[src/design/cfe_pkg.sv]
// ----------------------------------------------------------------------------
// cfe_pkg
// Shared types and character constants for the CSV field extractor.
// ----------------------------------------------------------------------------
`default_nettype none

package cfe_pkg;

	localparam int unsigned MAX_FIELDS = 255;
	localparam int unsigned FIELD_W    = 8;

	localparam logic [7:0] CH_SEP   = 8'h2C;
	localparam logic [7:0] CH_QUOTE = 8'h22;
	localparam logic [7:0] CH_NUL   = 8'h00;

	typedef enum logic [1:0] {
		MODE_START  = 2'd0,
		MODE_PLAIN  = 2'd1,
		MODE_QUOTED = 2'd2,
		MODE_QSEEN  = 2'd3
	} parse_mode_t;

	typedef struct packed {
		logic [7:0] in_byte;
		logic       line_end;
	} cfe_in_t;

	typedef struct packed {
		logic       byte_valid;
		logic [7:0] out_byte;
		logic       field_done;
		logic       field_reached;
	} cfe_out_t;

endpackage

`default_nettype wire

[src/design/cfe_in_stage.sv]
// ----------------------------------------------------------------------------
// cfe_in_stage
// Input register: captures one byte transaction and holds it until the
// parser hands its result on.
// ----------------------------------------------------------------------------
`default_nettype none

module cfe_in_stage (
	input  wire logic            clk,
	input  wire logic            arst_n,
	input  wire logic            in_valid,
	output logic                 in_ready,
	input  wire cfe_pkg::cfe_in_t in_data,
	input  wire logic            advance,
	output logic                 valid_s1,
	output cfe_pkg::cfe_in_t     data_s1
);
	import cfe_pkg::*;

	assign in_ready = !valid_s1 || advance;

	always_ff @(posedge clk or negedge arst_n) begin
		if (!arst_n) begin
			valid_s1 <= 1'b0;
		end else if (in_ready) begin
			valid_s1 <= in_valid;
		end
	end

	always_ff @(posedge clk) begin
		if (in_ready && in_valid) begin
			data_s1 <= in_data;
		end
	end

endmodule

`default_nettype wire

[src/design/cfe_parser.sv]
// ----------------------------------------------------------------------------
// cfe_parser
// Line parse state and the per-byte decision: field counting, quote
// handling and the completion report for the selected field.
// ----------------------------------------------------------------------------
`default_nettype none

module cfe_parser (
	input  wire logic                          clk,
	input  wire logic                          arst_n,
	input  wire cfe_pkg::cfe_in_t              item,
	input  wire logic                          advance,
	input  wire logic [cfe_pkg::FIELD_W-1:0]   field_index,
	output logic                               res_valid,
	output cfe_pkg::cfe_out_t                  res
);
	import cfe_pkg::*;

	parse_mode_t        mode_q, mode_n;
	logic [FIELD_W-1:0] field_q, field_n;
	logic               done_sent_q, done_sent_n;
	logic               term_q, term_n;

	logic [FIELD_W-1:0] target;
	logic               sel;
	logic               bv, done, reached, nf;
	logic [7:0]         ob;
	logic               last;
	logic [7:0]         b;

	always_ff @(posedge clk or negedge arst_n) begin
		if (!arst_n) begin
			mode_q      <= MODE_START;
			field_q     <= FIELD_W'(1);
			done_sent_q <= 1'b0;
			term_q      <= 1'b0;
		end else if (advance) begin
			mode_q      <= mode_n;
			field_q     <= field_n;
			done_sent_q <= done_sent_n;
			term_q      <= term_n;
		end
	end

	always_comb begin
		b       = item.in_byte;
		last    = item.line_end;
		target  = (field_index == '0) ? FIELD_W'(1) : field_index;
		sel     = (field_q == target);
		bv      = 1'b0;
		ob      = 8'h00;
		done    = 1'b0;
		reached = 1'b0;
		nf      = 1'b0;
		mode_n  = mode_q;
		field_n = field_q;
		term_n  = term_q;

		if (!done_sent_q && !term_q) begin
			if (b == CH_NUL) begin
				done    = 1'b1;
				reached = sel;
				term_n  = 1'b1;
			end else if (sel) begin
				unique case (mode_q)
					MODE_START: begin
						if (b == CH_SEP) begin
							done = 1'b1;
						end else if (b == CH_QUOTE) begin
							mode_n = MODE_QUOTED;
						end else begin
							bv     = 1'b1;
							ob     = b;
							mode_n = MODE_PLAIN;
						end
					end
					MODE_PLAIN: begin
						if (b == CH_SEP) begin
							done = 1'b1;
						end else begin
							bv = 1'b1;
							ob = b;
						end
					end
					MODE_QUOTED: begin
						if (b == CH_QUOTE) begin
							mode_n = MODE_QSEEN;
						end else begin
							bv = 1'b1;
							ob = b;
						end
					end
					MODE_QSEEN: begin
						// doubled quote gives one quote, anything else closes the field
						if (b == CH_QUOTE) begin
							bv     = 1'b1;
							ob     = b;
							mode_n = MODE_QUOTED;
						end else begin
							done = 1'b1;
						end
					end
				endcase
				reached = done;
			end else begin
				unique case (mode_q)
					MODE_START: begin
						if (b == CH_SEP) begin
							nf = 1'b1;
						end else if (b == CH_QUOTE) begin
							mode_n = MODE_QUOTED;
						end else begin
							mode_n = MODE_PLAIN;
						end
					end
					MODE_PLAIN: begin
						nf = (b == CH_SEP);
					end
					MODE_QUOTED: begin
						if (b == CH_QUOTE) begin
							mode_n = MODE_QSEEN;
						end
					end
					MODE_QSEEN: begin
						// byte after the closing quote counts as the separator
						if (b == CH_QUOTE) begin
							mode_n = MODE_QUOTED;
						end else begin
							nf = 1'b1;
						end
					end
				endcase
				if (nf) begin
					mode_n = MODE_START;
					if (32'(field_q) < MAX_FIELDS) begin
						field_n = field_q + FIELD_W'(1);
					end
				end
			end

			// line end closes the report with the updated field count
			if (!done && last) begin
				done    = 1'b1;
				reached = (field_n == target);
			end
		end

		done_sent_n = done_sent_q || done;

		if (last) begin
			mode_n      = MODE_START;
			field_n     = FIELD_W'(1);
			done_sent_n = 1'b0;
			term_n      = 1'b0;
		end

		res_valid         = bv || done;
		res.byte_valid    = bv;
		res.out_byte      = ob;
		res.field_done    = done;
		res.field_reached = done && reached;
	end

endmodule

`default_nettype wire

[src/design/cfe_out_stage.sv]
// ----------------------------------------------------------------------------
// cfe_out_stage
// Result register: holds one result transaction until the sink takes it.
// ----------------------------------------------------------------------------
`default_nettype none

module cfe_out_stage (
	input  wire logic              clk,
	input  wire logic              arst_n,
	input  wire logic              valid_s1,
	input  wire logic              res_valid,
	input  wire cfe_pkg::cfe_out_t res,
	output logic                   advance,
	output logic                   out_valid,
	input  wire logic              out_ready,
	output cfe_pkg::cfe_out_t      out_data
);
	import cfe_pkg::*;

	logic load;

	assign load    = !out_valid || out_ready;
	assign advance = valid_s1 && load;

	always_ff @(posedge clk or negedge arst_n) begin
		if (!arst_n) begin
			out_valid <= 1'b0;
		end else if (load) begin
			out_valid <= valid_s1 && res_valid;
		end
	end

	always_ff @(posedge clk) begin
		if (advance && res_valid) begin
			out_data <= res;
		end
	end

endmodule

`default_nettype wire

[src/design/csv_field_extractor_unit.sv]
// ----------------------------------------------------------------------------
// csv_field_extractor_unit
// Streams one CSV line byte by byte and returns the unescaped content of
// the selected field, followed by a completion report.
// ----------------------------------------------------------------------------
//  channel  | direction | handshake            | payload
//  in       | sink      | in_valid / in_ready   | cfe_in_t  (in_byte, line_end)
//  out      | source    | out_valid / out_ready | cfe_out_t (byte_valid .. field_reached)
//  cfg      | sink      | cfg_we               | cfg_wdata = field_index
//
// one byte per cycle sustained while the sink takes every result; a byte taken
// passes from the input register through the parse logic into the result register
// bytes that produce no result never reach the output register
// reset clears the line state and sets field_index to 1
// a stalled output holds its result; the input register still drains
// into it in the cycle the sink takes the result
// ----------------------------------------------------------------------------
`default_nettype none

module csv_field_extractor_unit (
	input  wire logic                        clk,
	input  wire logic                        arst_n,
	input  wire logic                        in_valid,
	output logic                             in_ready,
	input  wire cfe_pkg::cfe_in_t            in_data,
	output logic                             out_valid,
	input  wire logic                        out_ready,
	output cfe_pkg::cfe_out_t                out_data,
	input  wire logic                        cfg_we,
	input  wire logic [cfe_pkg::FIELD_W-1:0] cfg_wdata
);
	import cfe_pkg::*;

	logic [FIELD_W-1:0] field_index_q;
	logic               valid_s1;
	cfe_in_t            data_s1;
	logic               advance;
	logic               res_valid;
	cfe_out_t           res;

	always_ff @(posedge clk or negedge arst_n) begin
		if (!arst_n) begin
			field_index_q <= FIELD_W'(1);
		end else if (cfg_we) begin
			field_index_q <= cfg_wdata;
		end
	end

	cfe_in_stage u_in (
		.clk      (clk),
		.arst_n   (arst_n),
		.in_valid (in_valid),
		.in_ready (in_ready),
		.in_data  (in_data),
		.advance  (advance),
		.valid_s1 (valid_s1),
		.data_s1  (data_s1)
	);

	cfe_parser u_parser (
		.clk         (clk),
		.arst_n      (arst_n),
		.item        (data_s1),
		.advance     (advance),
		.field_index (field_index_q),
		.res_valid   (res_valid),
		.res         (res)
	);

	cfe_out_stage u_out (
		.clk       (clk),
		.arst_n    (arst_n),
		.valid_s1  (valid_s1),
		.res_valid (res_valid),
		.res       (res),
		.advance   (advance),
		.out_valid (out_valid),
		.out_ready (out_ready),
		.out_data  (out_data)
	);

endmodule

`default_nettype wire

[config.mk]
export PLATFORM = sky130hd
export DESIGN_NAME = csv_field_extractor_unit
export DESIGN_NICKNAME = d
export VERILOG_FILES = /design/src/design/cfe_pkg.sv /design/src/design/cfe_in_stage.sv /design/src/design/cfe_parser.sv /design/src/design/cfe_out_stage.sv /design/src/design/csv_field_extractor_unit.sv
export SDC_FILE = /design/constraint.sdc
export NUM_CORES = 1
export LEC_CHECK = 0
export ABC_AREA = 1
export BUFFER_PORTS_ARGS = -buffer_cell sky130_fd_sc_hd__clkbuf_2
export CAP_MARGIN = 20
export CORE_MARGIN = 4
export CORE_UTILIZATION = 51
export CTS_CLUSTER_DIAMETER = 150
export DETAILED_ROUTE_END_ITERATION = 6
export PLACE_DENSITY = 0.75
export SYNTH_ARGS = -nofsm -noshare
export SYNTH_HDL_FRONTEND = slang
export SYNTH_SLANG_ARGS = --single-unit
[constraint.sdc]
create_clock -name clk -period 2.3 [get_ports clk]
set_input_delay 0.23 -clock clk [delete_from_list [all_inputs] [get_ports clk]]
set_output_delay 0.23 -clock clk [all_outputs]
set_load 0.02 [all_outputs]
* Word level (Yosys, flattened, before mapping)
Cells that the tools add are included.
** Storage, ports and cells
- Flip-flop bits (word level) :: 42
- Bits of input ports :: 22
- Output and inout bits :: 13
** Operators by class
- $add $sub $neg :: 1
- Order comparisons :: 1
- Equality and inequality tests :: 8
- Muxes and demuxes :: 49
- Bitwise operators :: 2
- Reduce and logical (&&, ||, !) cells :: 26
** Operators by type and width (number)
- two-way mux 8 bit :: 12
- case mux 8 bit (4 select lines) :: 1
- two-way mux 1 bit :: 23
- two-way mux 2 bit :: 9
- equality test 8 x 6 -> 1 bit (second input constant) :: 2
- equality test 8 bit :: 2
- logical NOT 8 bit :: 2
- adder 8 x 1 -> 8 bit (second input constant) :: 1
- less-than comparator 8 bit (second input constant) :: 1
- logical AND 1 bit :: 7
- case mux 2 bit (3 select lines) :: 1
- AND reduction 3 bit :: 2
- logical NOT 1 bit :: 5
- equality test 2 bit (second input constant) :: 2
- logical OR 1 bit :: 4
- case mux 1 bit (4 select lines) :: 1
- nonzero test 2 bit :: 2
- case mux 1 bit (3 select lines) :: 1
- OR reduction 3 bit :: 1
- equality test 2 x 1 -> 1 bit (second input constant) :: 1
- logical NOT 2 bit :: 1
- != test 2 bit (second input constant) :: 1
- inverter 1 bit :: 2
- case mux 1 bit (2 select lines) :: 1
- 2 further kinds :: 2

* Longest topological paths before layout
Gate-level depths: netlist of run 1.
- Depth in word-level cells :: 14
- Mapped depth :: 16
- Gate-level depth less buffers :: 16

* Modules after synthesis
A second synthesis of run 1 with hierarchy kept.
** Unflattened totals
- Cells, all modules :: 321
- Area, all modules :: 2457.4 sq um
** By module, submodules not included
- cfe_parser :: instances 1, cells each 254, area an instance 1448.9 sq um
- cfe_out_stage :: instances 1, cells each 18, area an instance 386.6 sq um
- cfe_in_stage :: instances 1, cells each 15, area an instance 315.3 sq um
- csv_field_extractor_unit :: instances 1, cells each 34, area an instance 306.5 sq um

* Worst setup path after synthesis of run 1
No wires, ideal clock.
- Path type :: flip-flop to flip-flop
- Start :: reg u_parser.field_q[4]
- End :: reg u_out.out_data[0] (netlist name)
- Setup time :: 0.381 ns
- Data arrival time :: 1.799 ns
- Data required time :: 1.919 ns
- Path slack :: 0.119 ns
- Cell stages (with the launch flop) :: 8
- Buffers on the path :: 0
- Path through :: dfrtp_1 xnor2_1 nand3_1 nor2_4 nand3_4 nor2_1 nand4_1 o21ai_1
** Between the ends
- Cells in the longest elaborated chain, start to end :: 10
- Elaborated cells between the ends (all ways) :: 13
** Ends and longest elaborated chain
- from (decl) :: line cfe_parser.sv:20 : logic [FIELD_W-1:0] field_q, field_n;
- from (signal assigned) :: line cfe_parser.sv:39 : field_q <= field_n;
- equality test 8 bit (*) :: line cfe_parser.sv:49 : sel = (field_q == target);
- two-way mux 1 bit :: line cfe_parser.sv:64 : end else if (sel) begin
- two-way mux 1 bit :: line cfe_parser.sv:60 : if (b == CH_NUL) begin
- two-way mux 1 bit :: line cfe_parser.sv:59 : if (!done_sent_q && !term_q) begin
- logical NOT 1 bit :: line cfe_parser.sv:142 : if (!done && last) begin
- logical AND 1 bit :: line cfe_parser.sv:142
- two-way mux 1 bit :: line cfe_parser.sv:142
- two-way mux 1 bit :: line cfe_parser.sv:59
- logical OR 1 bit (*) :: line cfe_parser.sv:157 : res_valid = bv || done;
- logical AND 1 bit (*) :: line cfe_out_stage.sv:34 : if (advance && res_valid) begin
Every way passes the cells marked *; elsewhere a longest branch is shown, timed or not. The select of a mux whose other input is x is not followed.
A chain may end at the register's enable or synchronous reset.

==> key figures, run 1 <==
Flow run
  • Max-Cap Viols: 0

Worst setup path
  • Endpoint of the worst setup timing path: u_out.out_data[0]$_DFFE_PP_
  • Worst path cell trace: inv_1, nand2_1, nor2_1, nand3b_1, nand2_2, nand2_2, nor2_1, nand2_1, nand2_1, nand2_1, inv_1, nand3_1, nor2_1, nand3_1, a21oi_2
  • Crit. End Element: flip-flop
  • Buffers & Inverters on Critical Path: 2
  • Setup slack, reg-to-reg: 150 ps
  • Worst stage delay on the critical path: 460 ps
  • Crit path arrival time: 2320 ps
  • Cell with the largest stage delay on the worst path: sky130_fd_sc_hd__edfxtp_1
  • Reg-to-reg startpoint: u_in.data_s1[2]$_DFFE_PP_
  • Data required time at the worst endpoint: 2470 ps
  • Critical path launch point: u_in.data_s1[2]$_DFFE_PP_
  • Crit Path Class: flip-flop to flip-flop
  • Dominant delay contributor by cell family on the critical path: simple AND/OR/NAND/NOR gates
  • Worst Reg2Reg Path Length in Cells: 15
  • Critical path fanouts, max: 5
  • Endpoint of the lowest-slack register-to-register path: u_out.out_data[0]$_DFFE_PP_
  • Critical path startpoint category: flip-flop
  • Crit. path cell count: 15
  • Cell repeated most along the worst path: sky130_fd_sc_hd__nand2_1

STA
  • Remaining max-slew budget at the tightest pin: 60.83%
  • Period minus WS final: 2154 ps
  • Crit share post-route: 93.65%
  • Setup Viol. Count Final: 0
  • Slew at the pin with the worst max-slew slack: 587.5 ps
  • Max Clock Skew: 7.706 ps
  • Max Clock Freq: 0.4642 GHz
  • Worst hold-check slack: 101.9 ps
  • Total count of hold-check failures in the final report: 0
  • Count of final max-slew check failures: 0

Clocking
  • Reg clk slew, reported paths: 90 ps
  • Maximum level of the CTS H-tree: 2
  • Number of buffers on the longest clock path: 2
  • Clk sink count: 42
  • Inserted Clock Buffers: 5
  • CTS Root Cell: sky130_fd_sc_hd__clkbuf_8
  • Clock insertion delay at the later pin of the skew report: 300 ps
  • CTS tree: built

Synthesis
  • Ys flop type: sky130_fd_sc_hd__edfxtp_1
  • Post-synthesis cell type count: 35
  • Yosys top cell area share: 25.42%
  • Count of yosys warnings during synthesis: 0
  • Xor and xnor fraction of the mapped netlist area: 1.483%
  • Proportion of synthesized chip area in sequential cells: 48.83%
  • Fraction of the mapped netlist area in adder cells: 0.5297%
  • Post-synthesis async set-or-reset flop share: 52.38%
  • Main combinational cell family by area after synthesis: simple AND/OR/NAND/NOR gates
  • Synthesized area: 2362 um2
  • Synth top area cells: sky130_fd_sc_hd__edfxtp_1 (25%), sky130_fd_sc_hd__dfrtp_1 (21%), sky130_fd_sc_hd__nand2_1 (14%)
  • Post-synth EDFFs: 20
  • Leading cell type by number of instances after synthesis: sky130_fd_sc_hd__nand2_1
  • Most numerous cell types in the synthesized netlist: sky130_fd_sc_hd__nand2_1 (89), sky130_fd_sc_hd__inv_1 (42), sky130_fd_sc_hd__nor2_1 (34)
  • Leading area contributor after synthesis: sky130_fd_sc_hd__edfxtp_1
  • FF+latch count, synth: 42
  • Complex-gate fraction of the synthesized area: 8.051%
  • Area fraction in and, or, nand and nor cells after synthesis: 32.63%
  • Net Count, Synth: 322
  • Synthesized instance count: 299
  • Avg Synthesized Cell Area: 7.901 um2
  • Multiplexer area fraction after synthesis: 0.4767%

Floorplan
  • Initial core utilization: 53.51%
  • DIE HEIGHT: 76.06 um
  • Die Footprint: 5785 um2
  • I/O pins: 35
  • Core Footprint: 4414 um2
  • Horizontal extent of the die: 76.06 um
  • Number of rows in the core area: 24

Power and ir drop
  • Reported net switching power: 0.5841 mW
  • Comb power frac: 21.5%
  • Leakage power summed over all cells: 1.359 nW
  • Flop pwr share: 47.7%
  • Total internal power: 1.332 mW
  • Sw frac: 30.48%
  • PwrDens: 685.3 nW/um2
  • Maximum vdd drop: 0.4713 mV
  • Share of total power in the clock network: 30.8%

Place
  • Estimated wirelength of the detail-placed design: 4123 um
  • Area after detailed placement: 2615 um2
  • Weighted congestion reported at the end of routability-driven placement: 0.9280
  • Count of input and output buffers: 34
  • Placed Cells: 387

Routing
  • Routed len/inst: 13.79 um
  • Total routed wirelength: 5514 um
  • First-pass iteration count of the detailed router: 4
  • DRC violations left: 0
  • Number of vias after detailed routing: 2,116
  • Initial drt markers: 232
  • Antenna viol nets, final: 0
  • Vias/cell: 5.290

Final layout
  • Fillcell total: 377
  • Register cell area after layout: 1154 um2
  • Count of placed standard cells in the final layout, fillers left out: 400
  • Post-route standard cell area excluding fillers: 2796 um2
  • Combined area of the multi-input logic cells: 1035 um2
  • Total Nets Final: 370
  • Layout cell share with drive strength beyond 1: 22.99%
  • Layout Area Growth over Synthesis: 18.38%
  • ANT cells: 0

GRT
  • Number of antenna violations at the first check in global routing: 0
  • Largest net degree at the start of global routing: 23
  • Vias in the first global route: 1,988
  • Total global-route track usage: 19.29%
  • Residual overflow from global routing: 0
  • Global-route wire length before repair: 9225 um

Min path
  • Tightest Hold Check Type: input pin to flip-flop

Outcome
  • Run status: complete, no violations
-- layout make-up --
type	instances	share of cell area (%)
clock buffer	6	2.595
clock inverter	2	1.342
inverter	45	6.040
multi-input combinational	209	37.00
sequential	42	41.25
tap	52	2.327
timing repair buffer	44	9.441
-- power by group through the flow --
| stage | clock network [mW] | logic [mW] | registers [mW] |
|---|---|---|---|
| after detailed placement | 0 | 0.399 | 0.929 |
| after floorplan | 0 | 0.231 | 0.956 |
| after global routing | 0.636 | 0.460 | 0.925 |
| after CTS | 0.595 | 0.403 | 0.913 |
| after global placement | 0 | 0.396 | 0.927 |
| final | 0.590 | 0.413 | 0.914 |
-- metal layers --
layer / share of wire, % / vias up / GRT usage, % / wire [um]
met4: 1.7 / 0 / 6.993 / 93
met1: 45 / 961 / 26.67 / 2504
met3: 6.5 / 12 / 4.255 / 360
li1: - / 1064 / - / -
met2: 46 / 79 / 29.71 / 2555
met5: 0 / - / 0 / 0
-- through the flow --
stage / utilization, % / power (mW) / setup TNS [ps] / setup WS (ps)
6_report: 63.35 / 1.916 / 0 / 145.9
5_1_grt: 63.35 / 2.021 / -71.32 / -71.32
4_1_cts: 61.96 / 1.911 / 0 / 59.09
3_5_place_dp: 59.24 / 1.328 / 0 / 76.03
3_3_place_gp: 59.24 / 1.323 / 0 / 145.7
2_1_floorplan: - / 1.187 / 0 / 119.4
-- worst min-delay path by stage --
stage,endpoint,cells past startpoint,from
after floorplan,field_index_q[1]$_DFFE_PN0P_,0,arst_n
after global placement,u_parser.term_q$_DFFE_PN0P_,1,arst_n
after detailed placement,u_parser.field_q[1]$_DFFE_PN0P_,1,arst_n
after CTS,u_in.data_s1[7]$_DFFE_PP_,1,in_data[7]
after global routing,u_in.data_s1[7]$_DFFE_PP_,1,in_data[7]
final,u_in.data_s1[7]$_DFFE_PP_,1,in_data[7]
-- cells by family (layout without fill, tap and decap cells) --
logic type               count (synthesis)  in the layout
AO/OA/AOI/OAI                           32             32
XOR/XNOR                                 4              4
AND/OR/NAND/NOR                        171            171
buffers and inverters                   48             97
adder cells (fa/ha/maj)                  1              1
flip-flops                              42             42
multiplexers                             1              1
-- state kept, by name (all words and copies together) (netlist names) --
name	flops
u_out.out_data	11
u_in.data_s1	9
field_index_q	8
u_parser.field_q	8
u_parser.mode_q	2
u_in.valid_s1	1
u_out.out_valid	1
u_parser.done_sent_q	1
u_parser.term_q	1
-- cells in the final DEF (no fill, tap or decap), drive strengths merged, types with 2 or more instances in the layout --
cell / count
buf: 9
inv: 45
o21ai: 15
xnor2: 2
nand4: 6
dfstp: 2
a21oi: 5
nor2: 39
dfrtp: 20
nand2: 95
o22ai: 7
xor2: 2
nand3b: 4
clkbuf: 40
nand3: 19
edfxtp: 20
nor3: 7
-- timing repair --
item,in CTS,in global routing
gates resized for setup,0,7
setup buffers,0,4
endpoints found under the hold margin,20,0
endpoints found under the setup margin,0,13
hold buffers,1,0
(Power assumes the default switching activity.)
==> inputs of run 2 (changes only) <==
Settings changed: RECOVER_POWER from default to 100.
==> run 2 against run 1 <==
Critical path depth stayed put. First-iteration DRC count shrank 11%. Die area unchanged. Largest cell class unchanged.
==> key figures, run 2 (synthesis results as in run 1) <==
STA
  • Max Clock Skew: 9.437 ps (+1.730 ps)
  • Crit share post-route: 93.89% (+0.23 points)
  • Period minus WS final: 2159 ps (+5.402 ps)
  • Remaining max-slew budget at the tightest pin: 19.31% (-42 points)
  • Final total negative setup slack: 0 ps (unchanged)
  • Total count of hold-check failures in the final report: 0 (unchanged)
  • Slew at the pin with the worst max-slew slack: 1210 ps (+622.8 ps)
  • Count of final max-slew check failures: 0 (unchanged)
  • Max Clock Freq: 0.4631 GHz (-0.25%)
  • Setup Viol. Count Final: 0 (unchanged)

Worst setup path
  • Crit. End Element: flip-flop
  • Crit path arrival time: 2330 ps (about the same)
  • Critical path startpoint category: flip-flop
  • Data required time at the worst endpoint: 2470 ps (about the same)
  • Crit Path Class: flip-flop to flip-flop
  • Worst Reg2Reg Path Length in Cells: 15 (unchanged)
  • Critical path fanouts, max: 5 (unchanged)

Min path
  • Tightest Hold Check Type: input pin to flip-flop
  • Min-Delay Path Depth: 1 (unchanged)

Routing
  • Met2 layer wire length in the routed design: 2505 um (-2.0%)
  • Vias/cell: 5.303 (+0.24%)
  • WL met3: 396 um (+10%)
  • Antenna viol nets, final: 0 (unchanged)
  • First-pass iteration count of the detailed router: 4 (unchanged)
  • Routed met1 length: 2503 um (about the same)
  • Number of vias after detailed routing: 2,121 (+0.24%)
  • Initial drt markers: 206 (-11%)
  • Routed len/inst: 13.82 um (+0.25%)
  • Uppermost layer routed: met4
  • Total routed wirelength: 5528 um (+0.25%)
  • DRC violations left: 0 (unchanged)

Floorplan
  • Horizontal extent of the die: 76.06 um (unchanged)
  • Die Footprint: 5785 um2 (unchanged)
  • I/O pins: 35 (unchanged)
  • Number of rows in the core area: 24 (unchanged)
  • Initial core utilization: 53.51% (unchanged)
  • DIE HEIGHT: 76.06 um (unchanged)
  • Core Footprint: 4414 um2 (unchanged)

Power and ir drop
  • Share of total power in the clock network: 31.0% (+0.2 points)
  • Total internal power: 1.321 mW (-0.88%)
  • Comb power frac: 21.1% (-0.4 points)
  • Sw frac: 30.67% (+0.20 points)
  • Leakage power summed over all cells: 1.310 nW (-3.6%)
  • Maximum vdd drop: 0.4651 mV (-1.3%)
  • Reported net switching power: 0.5843 mW (about the same)
  • Flop pwr share: 48.0% (+0.3 points)
  • PwrDens: 687.3 nW/um2 (+0.30%)

Final layout
  • Layout cell share with drive strength beyond 1: 18.39% (-4.6 points)
  • ANT cells: 0 (unchanged)
  • Register containing the most flip-flops in the final layout: u_out.out_data
  • Biggest regs: u_out.out_data: 11 flops, u_in.data_s1: 9 flops
  • Flip-flop count of the largest register after layout: 11 (unchanged)
  • Most used cells in the layout excluding fill and tap cells: sky130_fd_sc_hd__nand2_1 (87), sky130_fd_sc_hd__inv_1 (41), sky130_fd_sc_hd__nor2_1 (32)
  • Post-route standard cell area excluding fillers: 2771 um2 (-0.89%)
  • Total Nets Final: 370 (unchanged)
  • Layout Area Growth over Synthesis: 17.32%
  • Most frequent standard cell in the layout excluding fill and tap cells: sky130_fd_sc_hd__nand2_1

Clocking
  • CTS tree: built
  • CTS Root Cell: sky130_fd_sc_hd__clkbuf_8
  • Inserted Clock Buffers: 5 (unchanged)
  • Clock insertion delay at the later pin of the skew report: 300 ps (about the same)
  • Reg clk slew, reported paths: 90 ps (about the same)
  • Number of buffers on the longest clock path: 2 (unchanged)
  • Maximum level of the CTS H-tree: 2 (unchanged)
  • Clk sink count: 42 (unchanged)

Place
  • Weighted congestion reported at the end of routability-driven placement: 0.9280 (unchanged)
  • Area after detailed placement: 2615 um2 (unchanged)
  • Count of input and output buffers: 34 (unchanged)
  • Estimated wirelength of the detail-placed design: 4123 um (unchanged)

GRT
  • Residual overflow from global routing: 0 (unchanged)
  • Global-route wire length before repair: 9225 um (unchanged)
  • Vias in the first global route: 1,988 (unchanged)
  • Largest net degree at the start of global routing: 23 (unchanged)
  • Total global-route track usage: 19.29% (unchanged)
  • Number of antenna violations at the first check in global routing: 0 (unchanged)

Outcome
  • Run status: complete, no violations

Flow run
  • Max-Cap Viols: 0 (unchanged)
run 2: cell types whose count changed in the layout (fill, tap and decap cells not counted):
cell	change
sky130_fd_sc_hd__clkbuf_1	+16
sky130_fd_sc_hd__clkbuf_2	-14
sky130_fd_sc_hd__buf_4	-2
run 2: routing by layer:
layer,up-vias,track usage [%]
met3,14,4.255
met1,966,26.67
met2,79,29.71
met4,0,6.993
met5,-,0
li1,1062,-
run 2: metrics by stage:
step / power [mW] / instances / hold WS, ps / utilization, % / setup slack [ps]
after detailed placement: 1.328 / 387 / 253.8 / 59.24 / 76.03
after floorplan: 1.187 / 299 / -65.59 / - / 119.4
after global routing: 2.010 / 400 / 87.11 / 62.78 / -71.32
final: 1.905 / 400 / 102.7 / 62.78 / 140.5
after CTS: 1.911 / 396 / 97.04 / 61.96 / 59.09
after global placement: 1.323 / 387 / 249.8 / 59.24 / 145.7
run 2: critical path, cell delays in order, from the launching register on:
cell and delay (ps):
sky130_fd_sc_hd__edfxtp_1 460, sky130_fd_sc_hd__inv_1 80, sky130_fd_sc_hd__nand2_1 60, sky130_fd_sc_hd__nor2_1 180, sky130_fd_sc_hd__nand3b_1 180, sky130_fd_sc_hd__nand2_2 160, sky130_fd_sc_hd__nand2_2 110, sky130_fd_sc_hd__nor2_1 140
sky130_fd_sc_hd__nand2_1 90, sky130_fd_sc_hd__nand2_1 60, sky130_fd_sc_hd__nand2_1 40, sky130_fd_sc_hd__inv_1 40, sky130_fd_sc_hd__nand3_1 60, sky130_fd_sc_hd__nor2_1 120, sky130_fd_sc_hd__nand3_1 110, sky130_fd_sc_hd__a21oi_2 120
run 2: cell type report:
cell class	instances	area, um2
clock buffer	6	72.57
clock inverter	2	37.54
fill	382	1643
inverter	45	168.9
multi-input combinational	209	1035
sequential	42	1154
tap	52	65.06
timing repair buffer	44	239.0
run 2: worst paths after layout:
path,slack [ps],from,to
worst max-delay path,140,u_in.data_s1[2]$_DFFE_PP_,u_out.out_data[0]$_DFFE_PP_
worst min-delay path,100,in_data[7],u_in.data_s1[7]$_DFFE_PP_
worst max register to register,140,u_in.data_s1[2]$_DFFE_PP_,u_out.out_data[0]$_DFFE_PP_
worst min register to register,510,u_parser.term_q$_DFFE_PN0P_,u_parser.term_q$_DFFE_PN0P_
max in group asynchronous,880,arst_n,u_parser.mode_q[0]$_DFFE_PN0P_
min in group asynchronous,690,arst_n,u_parser.field_q[1]$_DFFE_PN0P_
run 2: power by group through the flow:
stage                     sequential [mW]  clock (mW)  combinational [mW]
after global routing                0.925       0.636               0.449
after floorplan                     0.956           0               0.231
final                               0.914       0.590               0.401
after global placement              0.927           0               0.396
after CTS                           0.913       0.595               0.403
after detailed placement            0.929           0               0.399
run 2: what timing repair did:
action | CTS | global route
hold endpoints to repair | 20 | 0
hold buffers | 1 | 0
gates resized for setup | 0 | 7
setup endpoints to repair | 0 | 13
setup buffers | 0 | 4
==> inputs of run 3 (changes only) <==
Settings changed: CORE_UTILIZATION 51 to 56, PLACE_DENSITY 0.75 to 0.79.
Clock period 2.3 ns to 2.46 ns, I/O delays scaled along.
==> run 3 against run 2 <==
Final cell count fell by 1.0%. First-iteration DRC count rose by 46%. Die area fell by 8.0%. Register-to-register slack improved by 60 ps. Sequential power fell by 6.6%. Clock skew rose by 2.8 ps. Power fell by 12%. Largest cell class unchanged. Largest power group unchanged.
==> key figures, run 3 (synthesis results as in run 1) <==
Place
  • Weighted congestion reported at the end of routability-driven placement: 0.8743 (-5.8%)
  • Estimated wirelength of the detail-placed design: 4047 um (-1.9%)
  • Count of input and output buffers: 34 (unchanged)

STA
  • Unrepaired setup endpoints after global routing: no
  • Worst hold-check slack: 123.8 ps (+21.10 ps)
  • Slew at the pin with the worst max-slew slack: 1219 ps (+8.694 ps)
  • Max Clock Freq: 0.4430 GHz (-4.3%)
  • Count of final max-slew check failures: 0 (unchanged)
  • Max Clock Skew: 12.28 ps (+2.842 ps)
  • Final total negative setup slack: 0 ps (unchanged)
  • Period minus WS final: 2258 ps (+98.10 ps)
  • Crit share post-route: 91.77% (-2.1 points)
  • Total count of hold-check failures in the final report: 0 (unchanged)
  • Setup Viol. Count Final: 0 (unchanged)
  • Remaining max-slew budget at the tightest pin: 18.73% (-0.58 points)

Final layout
  • Total Nets Final: 368 (-0.54%)
  • ANT cells: 0 (unchanged)
  • Flip-flop count of the largest register after layout: 11 (unchanged)
  • Layout cell share with drive strength beyond 1: 16.76% (-1.6 points)
  • Most frequent standard cell in the layout excluding fill and tap cells: sky130_fd_sc_hd__nand2_1
  • Register containing the most flip-flops in the final layout: u_out.out_data
  • Most used cells in the layout excluding fill and tap cells: sky130_fd_sc_hd__nand2_1 (89), sky130_fd_sc_hd__inv_1 (42), sky130_fd_sc_hd__nor2_1 (35)
  • Layout Area Growth over Synthesis: 14.78%
  • Biggest regs: u_out.out_data: 11 flops, u_in.data_s1: 9 flops

Worst setup path
  • Cell with the largest stage delay on the worst path: sky130_fd_sc_hd__edfxtp_1
  • Dominant delay contributor by cell family on the critical path: simple AND/OR/NAND/NOR gates
  • Worst path cell trace: inv_1, nand2_1, nor2_1, nand3b_1, nand2_2, nand2_2, nor2_1, nand3b_1, nand2_1, nand3_1, nor2_1, nand3_1, a21oi_2
  • Crit path arrival time: 2420 ps (+90 ps)
  • Setup slack, reg-to-reg: 200 ps (+60 ps)
  • Critical path fanouts, max: 5 (unchanged)
  • Buffers & Inverters on Critical Path: 1 (-1)
  • Crit Path Class: flip-flop to flip-flop
  • Data required time at the worst endpoint: 2620 ps (+150 ps)
  • Critical path startpoint category: flip-flop
  • Cell repeated most along the worst path: sky130_fd_sc_hd__nor2_1
  • Worst stage delay on the critical path: 380 ps (-80 ps)
  • Crit. End Element: flip-flop

Clocking
  • Inserted Clock Buffers: 5 (unchanged)
  • Clock insertion delay at the later pin of the skew report: 300 ps (about the same)
  • Clk sink count: 42 (unchanged)
  • CTS tree: built
  • Number of buffers on the longest clock path: 2 (unchanged)
  • CTS Root Cell: sky130_fd_sc_hd__clkbuf_8
  • Maximum level of the CTS H-tree: 2 (unchanged)
  • Reg clk slew, reported paths: 90 ps (about the same)

Power and ir drop
  • Leakage power summed over all cells: 1.295 nW (-1.1%)
  • PwrDens: 620.3 nW/um2 (-9.8%)
  • Maximum vdd drop: 0.4761 mV (+2.4%)

Floorplan
  • I/O pins: 35 (unchanged)
  • Number of rows in the core area: 23 (-4.2%)
  • DIE HEIGHT: 72.95 um (-4.1%)
  • Horizontal extent of the die: 72.95 um (-4.1%)
  • Initial core utilization: 58.63% (+5.1 points)
  • Die Footprint: 5322 um2 (-8.0%)
  • Core Footprint: 4029 um2 (-8.7%)

Routing
  • Routed len/inst: 13.47 um (-2.5%)
  • DRC violations left: 0 (unchanged)
  • Antenna viol nets, final: 0 (unchanged)
  • Vias/cell: 5.407 (+2.0%)
  • Total routed wirelength: 5334 um (-3.5%)
  • Initial drt markers: 301 (+46%)
  • Number of vias after detailed routing: 2,141 (+0.94%)
  • First-pass iteration count of the detailed router: 4 (unchanged)

Flow run
  • Max-Cap Viols: 0 (unchanged)

GRT
  • Vias in the first global route: 1,948 (-2.0%)
  • Largest net degree at the start of global routing: 23 (unchanged)
  • Total global-route track usage: 21.45% (+2.2 points)
  • Residual overflow from global routing: 0 (unchanged)
  • Global-route wire length before repair: 8797 um (-4.6%)
  • Number of antenna violations at the first check in global routing: 0 (unchanged)

Outcome
  • Run status: complete, no violations

Min path
  • Tightest Hold Check Type: input pin to flip-flop
-- run 3: changes by cell type in the layout (fill, tap and decap cells not counted), sizes merged --
cell	previous run	this run
clkinv	0	1
bufinv	1	0
clkbuf	42	41
buf	7	6
-- run 3: repair_timing --
action / CTS / global route
endpoints found under the hold margin: 20 / 0
setup buffers: 0 / 5
resized for setup: 0 / 1
setup endpoints to repair: 0 / 11
hold buffers: 1 / 0
-- run 3: layout make-up --
type,count,area [um2]
clock buffers,6,82.58
clock inverters,2,12.51
fillers,361,1318
inverters,45,168.9
multi-input cells,209,1020
flip-flops and latches,42,1154
well taps,50,62.56
repair buffers,42,211.5
-- run 3: worst paths after layout --
path | from | to | cells after the start
max in group asynchronous | arst_n | u_parser.mode_q[0]$_DFFE_PN0P_ | 2
worst max-delay path | u_in.data_s1[1]$_DFFE_PP_ | u_out.out_data[0]$_DFFE_PP_ | 13
worst min-delay path | in_data[3] | u_in.data_s1[3]$_DFFE_PP_ | 1
worst min register to register | u_parser.term_q$_DFFE_PN0P_ | u_parser.term_q$_DFFE_PN0P_ | 2
worst max register to register | u_in.data_s1[1]$_DFFE_PP_ | u_out.out_data[0]$_DFFE_PP_ | 13
min in group asynchronous | arst_n | u_parser.field_q[1]$_DFFE_PN0P_ | 2
-- run 3: stage by stage --
stage,total power [mW],instance area [um2],util [%],setup WS (ps),instances
2_1_floorplan,1.110,2362,-,279.4,299
3_3_place_gp,1.224,2590,64.29,326.2,382
3_5_place_dp,1.230,2590,64.29,222.3,382
4_1_cts,1.696,2695,66.89,166.9,391
5_1_grt,1.786,2711,67.30,63.07,396
6_report,1.682,2711,67.30,202.4,396
-- run 3: power breakdown --
group          total, mW  internal [mW]  leakage [nW]  switching, mW
Sequential         0.854          0.816         0.474         0.0383
Combinational      0.360          0.111         0.774          0.249
Clock              0.468          0.226        0.0472          0.242
Total               1.68           1.15          1.30          0.530
-- run 3: layer usage --
layer / wire length (um) / share of wire (%) / global-route usage, % / up-vias
li1: - / - / - / 1062
met1: 2494 / 47 / 31.39 / 991
met2: 2381 / 45 / 31.96 / 79
met3: 375 / 7.0 / 3.719 / 9
met4: 83 / 1.6 / 7.992 / 0
met5: 0 / 0 / 0 / -
